<file path="src/hdl/cstt_pkg.sv">
// Shared constants for the color step block.
package cstt_pkg;
    localparam int CHANNEL_BITS_DEF = 8;
    localparam int STEP_BITS        = 9;
    localparam int STEP_RESET       = 16;
    localparam int Q_BITS           = 9;
    localparam int Q2_BITS          = 2 * Q_BITS;
    localparam int SEARCH_STAGES    = Q_BITS;
    localparam int FRONT_STAGES     = 3;
    localparam int PIPE_STAGES      = FRONT_STAGES + SEARCH_STAGES;
    localparam int APB_ADDR_BITS    = 3;
    localparam int APB_DATA_BITS    = 32;
    localparam logic REG_STEP_AMOUNT = 1'b0;
endpackage

</file>
<file path="src/hdl/cstt_lane.sv">
// One color channel: distance terms and a pipelined bitwise search for the step.
module cstt_lane #(
    parameter int CHANNEL_BITS = cstt_pkg::CHANNEL_BITS_DEF
) (
    input  logic                          i_clk,
    input  logic                          i_ce,
    input  logic [CHANNEL_BITS-1:0]       i_cur,
    input  logic [CHANNEL_BITS-1:0]       i_goal,
    input  logic [cstt_pkg::STEP_BITS-1:0] i_step,
    output logic [2*CHANNEL_BITS-1:0]     o_sq,
    input  logic [2*CHANNEL_BITS+1:0]     i_sum,
    output logic [CHANNEL_BITS-1:0]       o_cur,
    output logic [CHANNEL_BITS-1:0]       o_goal,
    output logic                          o_dir,
    output logic [cstt_pkg::Q_BITS-1:0]   o_q
);
    localparam int CB = CHANNEL_BITS;
    localparam int SW = 2 * CB + 2;
    localparam int MW = CB + cstt_pkg::STEP_BITS;
    localparam int RW = 2 * MW;
    localparam int QW = cstt_pkg::Q_BITS;
    localparam int Q2W = cstt_pkg::Q2_BITS;
    localparam int NS = cstt_pkg::SEARCH_STAGES;
    localparam int PW = Q2W + SW;
    localparam int CW = (PW > RW) ? PW : RW;

    logic [CB-1:0]  r_cur1, r_goal1, r_mag1;
    logic           r_dir1;
    logic [CB-1:0]  r_cur2, r_goal2;
    logic           r_dir2;
    logic [2*CB-1:0] r_sq2;
    logic [MW-1:0]  r_ms2;
    logic [CB-1:0]  r_cur3, r_goal3;
    logic           r_dir3;
    logic [RW-1:0]  r_rhs3;

    logic [QW-1:0]  r_q   [1:NS];
    logic [Q2W-1:0] r_q2  [1:NS];
    logic [SW-1:0]  r_sum [1:NS];
    logic [RW-1:0]  r_rhs [1:NS];
    logic [CB-1:0]  r_cur [1:NS];
    logic [CB-1:0]  r_goal[1:NS];
    logic           r_dir [1:NS];

    always_ff @(posedge i_clk) begin
        if (i_ce) begin
            r_cur1  <= i_cur;
            r_goal1 <= i_goal;
            r_dir1  <= (i_goal >= i_cur);
            r_mag1  <= (i_goal >= i_cur) ? (i_goal - i_cur) : (i_cur - i_goal);
            r_cur2  <= r_cur1;
            r_goal2 <= r_goal1;
            r_dir2  <= r_dir1;
            r_sq2   <= r_mag1 * r_mag1;
            r_ms2   <= MW'(r_mag1) * MW'(i_step);
            r_cur3  <= r_cur2;
            r_goal3 <= r_goal2;
            r_dir3  <= r_dir2;
            r_rhs3  <= RW'(r_ms2) * RW'(r_ms2);
        end
    end

    assign o_sq = r_sq2;

    // Stage k decides bit (NS-1-k) of q; the square of the trial value is
    // built from the square of the partial result with shifts and adds.
    for (genvar k = 0; k < NS; k++) begin : g_search
        localparam int B = NS - 1 - k;
        logic [QW-1:0]  w_q;
        logic [Q2W-1:0] w_q2;
        logic [SW-1:0]  w_sum;
        logic [RW-1:0]  w_rhs;
        logic [CB-1:0]  w_cur, w_goal;
        logic           w_dir;
        logic [QW-1:0]  w_t;
        logic [Q2W-1:0] w_t2;
        logic [PW-1:0]  w_prod;
        logic           w_take;

        if (k == 0) begin : g_first
            assign w_q    = '0;
            assign w_q2   = '0;
            assign w_sum  = i_sum;
            assign w_rhs  = r_rhs3;
            assign w_cur  = r_cur3;
            assign w_goal = r_goal3;
            assign w_dir  = r_dir3;
        end else begin : g_rest
            assign w_q    = r_q[k];
            assign w_q2   = r_q2[k];
            assign w_sum  = r_sum[k];
            assign w_rhs  = r_rhs[k];
            assign w_cur  = r_cur[k];
            assign w_goal = r_goal[k];
            assign w_dir  = r_dir[k];
        end

        assign w_t    = w_q | (QW'(1) << B);
        assign w_t2   = w_q2 + (Q2W'(w_q) << (B + 1)) + (Q2W'(1) << (2 * B));
        assign w_prod = PW'(w_t2) * PW'(w_sum);
        assign w_take = (CW'(w_prod) <= CW'(w_rhs));

        always_ff @(posedge i_clk) begin
            if (i_ce) begin
                r_q[k+1]    <= w_take ? w_t  : w_q;
                r_q2[k+1]   <= w_take ? w_t2 : w_q2;
                r_sum[k+1]  <= w_sum;
                r_rhs[k+1]  <= w_rhs;
                r_cur[k+1]  <= w_cur;
                r_goal[k+1] <= w_goal;
                r_dir[k+1]  <= w_dir;
            end
        end
    end

    assign o_cur  = r_cur[NS];
    assign o_goal = r_goal[NS];
    assign o_dir  = r_dir[NS];
    assign o_q    = r_q[NS];
endmodule
</file>
<file path="config.mk">
export PLATFORM = sky130hd
export DESIGN_NAME = cstt_lane
export DESIGN_NICKNAME = d
export VERILOG_FILES = /design/src/hdl/cstt_pkg.sv /design/src/hdl/cstt_lane.sv
export SDC_FILE = /design/constraint.sdc
export NUM_CORES = 2
export LEC_CHECK = 0
export BUFFER_PORTS_ARGS = -buffer_cell sky130_fd_sc_hd__clkbuf_2
export CORE_MARGIN = 1.5
export CORE_UTILIZATION = 52
export CTS_BUF_LIST = sky130_fd_sc_hd__clkbuf_8
export CTS_CLUSTER_DIAMETER = 50
export DETAILED_ROUTE_END_ITERATION = 8
export MAX_ROUTING_LAYER = met4
export PLACE_DENSITY_LB_ADDON = 0.2
export SETUP_SLACK_MARGIN = 0.05
export SLEW_MARGIN = 30
export SYNTH_ARGS = -nofsm -noshare
export SYNTH_HDL_FRONTEND = slang
export SYNTH_SLANG_ARGS = --single-unit
</file>
<file path="constraint.sdc">
create_clock -name i_clk -period 12.35 [get_ports i_clk]
set_clock_uncertainty 0.2 [all_clocks]
set_input_delay 0.6175 -clock i_clk [delete_from_list [all_inputs] [get_ports i_clk]]
set_output_delay 0.6175 -clock i_clk [all_outputs]
set_load 0.01 [all_outputs]
</file>
; Word level (Yosys, flattened, before mapping)
; Memories as Yosys holds them, arrays and structs flattened.
; Cells that the tools add are included.
[totals]
register_bits = 126
ramBits = 864
wordCells = 80
n_memories = 7
[op_classes]
add_sub_neg = 18
multipliers = 11
order_cmp = 10
muxes = 21
[mem_list]
columns = memory, words, width, read_ports, rd_ports_with_merged_regs, wr, line
row1 = r_rhs, 9, 34, 8, 0, 9, cstt_lane.sv:40  ; logic [RW-1:0] r_rhs [1:NS];
row2 = r_q2, 9, 18, 8, 0, 9, cstt_lane.sv:38  ; logic [Q2W-1:0] r_q2 [1:NS];
row3 = r_sum, 9, 18, 8, 0, 9, cstt_lane.sv:39  ; logic [SW-1:0] r_sum [1:NS];
row4 = r_q, 9, 9, 9, 0, 9, cstt_lane.sv:37  ; logic [QW-1:0] r_q [1:NS];
row5 = r_cur, 9, 8, 9, 0, 9, cstt_lane.sv:41  ; logic [CB-1:0] r_cur [1:NS];
row6 = r_goal, 9, 8, 9, 0, 9, cstt_lane.sv:42  ; logic [CB-1:0] r_goal[1:NS];
row7 = 1 more memories, n/a, n/a, n/a, n/a, n/a, n/a
[ops]
columns = cell, n
row1 = 36-bit by 34-bit less-or-equal comparator with 1-bit output, 8
row2 = 18-bit by 18-bit multiplier with 36-bit output, 8
row3 = 18-bit two-way mux, 8
row4 = 34-bit less-or-equal comparator, 1
row5 = 17-bit by 17-bit multiplier with 34-bit output, 1
row6 = 18-bit by 1-bit adder with 18-bit output (second input constant), 1
row7 = 18-bit by 10-bit adder with 18-bit output, 1
row8 = 18-bit by 11-bit adder with 18-bit output, 1
row9 = 18-bit by 11-bit adder with 18-bit output (second input constant), 1
row10 = 18-bit by 12-bit adder with 18-bit output, 1
row11 = 18-bit by 13-bit adder with 18-bit output, 1
row12 = 18-bit by 13-bit adder with 18-bit output (second input constant), 1
row13 = 18-bit by 14-bit adder with 18-bit output, 1
row14 = 18-bit by 15-bit adder with 18-bit output, 1
row15 = 18-bit by 15-bit adder with 18-bit output (second input constant), 1
row16 = 18-bit by 16-bit adder with 18-bit output, 1
row17 = 18-bit by 17-bit adder with 18-bit output, 1
row18 = 18-bit by 3-bit adder with 18-bit output (second input constant), 1
row19 = 18-bit by 5-bit adder with 18-bit output (second input constant), 1
row20 = 18-bit by 7-bit adder with 18-bit output (second input constant), 1
row21 = 18-bit by 9-bit adder with 18-bit output (second input constant), 1
row22 = 8-bit by 9-bit multiplier with 17-bit output, 1
row23 = 17-bit two-way mux, 1
row24 = 8-bit by 8-bit multiplier with 16-bit output, 1
row25 = other kinds (11), 15

; Longest topological paths before layout
; An unclocked memory read counts as a cell.
[depth]
depth_word = 6
mapped_depth = 41
mapped_depth_nobuf = 41

; Worst setup path after synthesis
; No wires, ideal clock.
[synth_timing]
path_type = register to register
from = reg, netlist name r_q[0][59]
to = reg, netlist name r_q2[3][26]
setup_time_ns = 0.260
arrival_time_ns = 9.608
t_required_ns = 11.890
path_slack_ns = 2.282
stages_incl_launch_ff = 39
n_path_buf = 1
period_less_slack_ns = 10.068
cell_sequence = edfxtp_1 -> ha_1 -> a31oi_1 -> nor2b_1 -> o21a_1 -> o21a_1 -> o21ai_0 -> nor2_1 -> xor2_1 -> clkbuf_1 -> nand2_1 -> fa_1 -> fa_1 -> fa_1 -> inv_1 -> fa_1 -> fa_1 -> inv_1 -> [... 3 more ...] -> a21o_1 -> a211o_1 -> or3_1 -> o31ai_1 -> o21ai_0 -> a21o_1 -> a21oi_1 -> xnor2_1 -> ha_1 -> a21o_1 -> a21o_1 -> a21oi_1 -> nor2_1 -> a211oi_1 -> o41ai_1 -> a21o_1 -> nor2_1 -> mux2_2

==> flow_summary.html <==
<table>
<tr><th>Metric</th><th>Value</th></tr>
<tr><th colspan="2">Finish</th></tr>
<tr><td>Final Cell Area</td><td>97000 um2</td></tr>
<tr><td>FILL cells</td><td>15000</td></tr>
<tr><td>Most common cell after layout, fill and taps aside</td><td>inv_1</td></tr>
<tr><td>Count of nets after finishing</td><td>about 11000</td></tr>
<tr><td>Fraction of final layout cells sized beyond drive strength 1</td><td>approximately 5.1%</td></tr>
<tr><td>Area Overhead vs Synth</td><td>7.69%</td></tr>
<tr><td>Most frequent cells in the layout</td><td>1954 x inv_1, 1300 x ha_1, 1150 x fa_1</td></tr>
<tr><th colspan="2">Timing</th></tr>
<tr><td>Part of the cycle the worst path needs</td><td>between 90 and 100%</td></tr>
<tr><td>Total negative slack for setup checks</td><td>0 ns</td></tr>
<tr><td>Fin. Hold Viols</td><td>0</td></tr>
<tr><td>Final Max Tran Viols</td><td>0</td></tr>
<tr><td>Maximum clock frequency</td><td>~0.087 GHz</td></tr>
<tr><td>Worst slew margin</td><td>31.9%</td></tr>
<tr><td># setup viols final</td><td>0</td></tr>
<tr><td>Worst Setup Slack, final</td><td>between 0.8 and 0.9 ns</td></tr>
<tr><td>Worst-Margin Slew</td><td>just over 1 ns</td></tr>
<tr><td>Worst-case hold slack</td><td>roughly 0.11 ns</td></tr>
<tr><td>Unrepaired setup endpoints after global routing</td><td>no</td></tr>
<tr><td>Final critical-path required period</td><td>approximately 11 ns</td></tr>
<tr><th colspan="2">Setup path</th></tr>
<tr><td>Most used cell, CP</td><td>fa_1</td></tr>
<tr><td>Critical path data arrival time</td><td>between 10 and 15 ns</td></tr>
<tr><td>Worst Setup Path Type</td><td>reg2reg</td></tr>
<tr><td>Crit path max fanout</td><td>19</td></tr>
<tr><td>Stage delay of the slowest cell on the critical path</td><td>0.68 ns</td></tr>
<tr><td>CP Launch Type</td><td>register</td></tr>
<tr><td>Slowest library cell on the worst path</td><td>nor2_1</td></tr>
<tr><td>Required time reported for the critical path endpoint</td><td>12.72 ns</td></tr>
<tr><td>Category of the worst setup path capture point</td><td>register</td></tr>
<tr><th colspan="2">CTS</th></tr>
<tr><td>Clock tree root buffer cell</td><td>clkbuf_8</td></tr>
<tr><td>Maximum level of the CTS H-tree</td><td>4</td></tr>
<tr><td>Resized cells post-CTS</td><td>0</td></tr>
<tr><td>Number of buffers inserted by post-CTS setup repair</td><td>0</td></tr>
<tr><td>Worst-path clk slew</td><td>0.06 ns</td></tr>
<tr><td>Inserted Clock Buffers</td><td>149</td></tr>
<tr><td>TritonCTS clock tree</td><td>yes</td></tr>
<tr><td>Buffers from clock root to sink, at most</td><td>3</td></tr>
<tr><td>Clock Sink Count</td><td>just under 800</td></tr>
<tr><td>Hold bufs inserted after CTS</td><td>36</td></tr>
<tr><td>Clock latency at the later pin of the worst-skew pair</td><td>0.88 ns</td></tr>
<tr><th colspan="2">Detailed routing</th></tr>
<tr><td>Uppermost signal routing layer after detailed routing</td><td>met4</td></tr>
<tr><td>Total DRC errors in the routed layout</td><td>0</td></tr>
<tr><td>Number of routed nets with antenna violations</td><td>0</td></tr>
<tr><td>Iteration count of the initial detailed-routing pass</td><td>8</td></tr>
<tr><td>Drt via density</td><td>~5.3</td></tr>
<tr><td>Amount of wire on met2 after detailed routing</td><td>slightly above 100000 um</td></tr>
<tr><td>Final wirelength</td><td>204000 um</td></tr>
<tr><td>Total length of routed met3 wires</td><td>between 8000 and 9000 um</td></tr>
<tr><td>Via count of the routed design</td><td>slightly below 60000</td></tr>
<tr><td>Violation count after the first detailed-route iteration</td><td>3360</td></tr>
<tr><td>Total routed wire length on the met1 layer</td><td>between 80000 and 90000 um</td></tr>
<tr><td>Wire per inst</td><td>18.2 um</td></tr>
<tr><th colspan="2">Place</th></tr>
<tr><td>Half-perimeter wire length after detailed placement</td><td>161000 um</td></tr>
<tr><td>Cell area after placement</td><td>93600 um2</td></tr>
<tr><td>Pre-CTS setup slack</td><td>approximately 0.96 ns</td></tr>
<tr><td>Number of input and output port buffers inserted</td><td>85</td></tr>
<tr><td>Global placer's final weighted congestion</td><td>about 0.92</td></tr>
<tr><th colspan="2">Logic synthesis</th></tr>
<tr><td>Proportion of register bits with asynchronous set or reset after synthesis</td><td>0%</td></tr>
<tr><td>Number of enable-type register cells in the synthesized netlist</td><td>787</td></tr>
<tr><td>Sequential area share after synthesis</td><td>26.2%</td></tr>
<tr><td>Number of instances in the synthesized netlist</td><td>8609</td></tr>
<tr><td>Number of distinct library cells after synthesis</td><td>a little over 80</td></tr>
<tr><td>Register bit count reported by yosys</td><td>a little under 800</td></tr>
<tr><td>Top area cells in the synthesized netlist</td><td>edfxtp_1 26%, fa_1 26%, ha_1 18%</td></tr>
<tr><td>Mapped Area</td><td>between 90000 and 100000 um2</td></tr>
<tr><td>Largest area contributor in the synthesized netlist</td><td>edfxtp_1</td></tr>
<tr><td>Mapped Avg Cell Area</td><td>between 10 and 15 um2</td></tr>
<tr><td>Yosys synthesis warning count</td><td>0</td></tr>
<tr><td>Post-synth top flop</td><td>edfxtp_1</td></tr>
<tr><td>Top-area cell type share of the netlist area</td><td>between 20% and 30%</td></tr>
<tr><th colspan="2">Die</th></tr>
<tr><td>Height of the die</td><td>between 400 and 500 um</td></tr>
<tr><td>Core region area</td><td>~170000 um2</td></tr>
<tr><td>Die Area</td><td>176000 um2</td></tr>
<tr><td>Starting density of the core</td><td>around 52%</td></tr>
<tr><td>Number of placement rows</td><td>152</td></tr>
<tr><td>I/O pin count</td><td>a little under 90</td></tr>
<tr><td>Die width</td><td>approximately 420 um</td></tr>
<tr><th colspan="2">Global route</th></tr>
<tr><td>Wire length of the first global-routing pass</td><td>335000 um</td></tr>
<tr><td>Total routing resource utilization after global routing</td><td>between 20% and 30%</td></tr>
<tr><td>Initial antenna violation count</td><td>7</td></tr>
<tr><td>Residual overflow from global routing</td><td>0</td></tr>
<tr><td>Pin count of the biggest net entering global routing</td><td>137</td></tr>
<tr><td>Number of global-route vias before repair</td><td>63700</td></tr>
<tr><th colspan="2">Hold path</th></tr>
<tr><td>Type of the worst min-delay path</td><td>in2reg</td></tr>
<tr><th colspan="2">Job</th></tr>
<tr><td>Max-cap viol count</td><td>0</td></tr>
<tr><th colspan="2">Outcome</th></tr>
<tr><td>Result of the run</td><td>finished, final reports clean</td></tr>
</table>
[final timing paths]
check | slack [ns] | start | depth (start not counted) | end
hold / removal | 0.11 | i_ce | 1 | r_goal[0][78]
setup reg to reg | 0.89 | r_q[0][59] | 39 | r_q2[3][26]
hold reg to reg | 0.21 | r_goal[0][61] | 0 | r_goal[0][69]
setup / recovery | 0.89 | r_q[0][59] | 39 | r_q2[3][26]
[registers in the layout, summed over array words and instances (netlist names)]
signal / cells
r_dir2: 1
r_q2: 63
g_search.w_rhs: 33
r_cur: 72
r_cur2: 8
o_sq: 15
r_dir: 9
r_rhs: 264
g_search.w_goal: 8
r_cur1: 8
g_search.w_cur: 8
r_sum: 144
r_q: 39
r_goal: 72
r_goal2: 8
g_search.w_dir: 1
r_mag1: 8
r_ms2: 17
r_dir1: 1
r_goal1: 8
[cells by family after synthesis]
family	after synthesis	synth area share, %
other	1	0.00416
muxes	44	0.558
AOI/OAI and AO/OA	843	6.05
and+or+nand+nor	2090	11.9
xor gates and xnor gates	309	3.00
buffers and inverters	2085	8.70
adders and majority gates	2450	43.6
DFF	787	26.2
[routing by layer]
layer,up-vias,GRT usage (%)
met2,1169,42.0
li1,27900,-
met4,0,7.29
met3,311,2.93
met1,30000,31.7
met5,-,-
[synth_stat cells (6+ instances only)]
master,n
a2111oi_0,7
a211o_1,11
a211oi_1,42
a21boi_0,6
a21o_1,130
a21oi_1,257
a221oi_1,7
a31oi_1,22
a41oi_1,6
and2_1,799
and3_1,24
and4_1,6
clkbuf_1,159
edfxtp_1,787
fa_1,1150
ha_1,1300
inv_1,1918
mux2_2,30
mux2i_1,9
nand2_1,753
nand2b_1,27
nand3_1,56
nand4_1,55
nor2_1,189
nor2b_1,52
nor3_1,43
nor3b_1,10
nor4_1,25
nor4b_1,6
o2111ai_1,8
o211a_1,6
o211ai_1,19
o21a_1,54
o21ai_0,147
o21bai_1,49
o22ai_1,8
o31a_1,6
o31ai_1,14
or2_2,10
or3_1,11
or4_1,7
xnor2_1,229
xor2_1,80
[per-stage QoR]
step,cells,util [%]
after global routing,11200,56.4
after CTS,11200,56.4
after global placement,10900,54.4
after floorplan,8611,-
final,11200,56.4
after detailed placement,10900,54.4
[worst max-delay path: cells and delay by family (launching register included)]
kind            cells  cell delay [ns]
simple gates        6             1.47
mux                 1             0.41
xor+xnor            2             0.32
flops               1             0.40
compound gates     16             4.04
buf+inv             5             0.41
fa+ha+maj           9             3.93
[layout make-up]
cell class              count  area (um2)  share of cell area, %
clock buffers             150        2060                   2.13
well taps                2310        2890                   2.98
clock inverters           124         957                  0.986
diodes                      2        5.00                0.00516
inverters                1918        7200                   7.42
repair buffers            182        1280                   1.32
flip-flops and latches    787       23600                   24.4
multi-input cells        5739       59000                   60.8
Power is not shown: default switching activity piles up to over one toggle a cycle in this logic, so the estimate is an artifact.
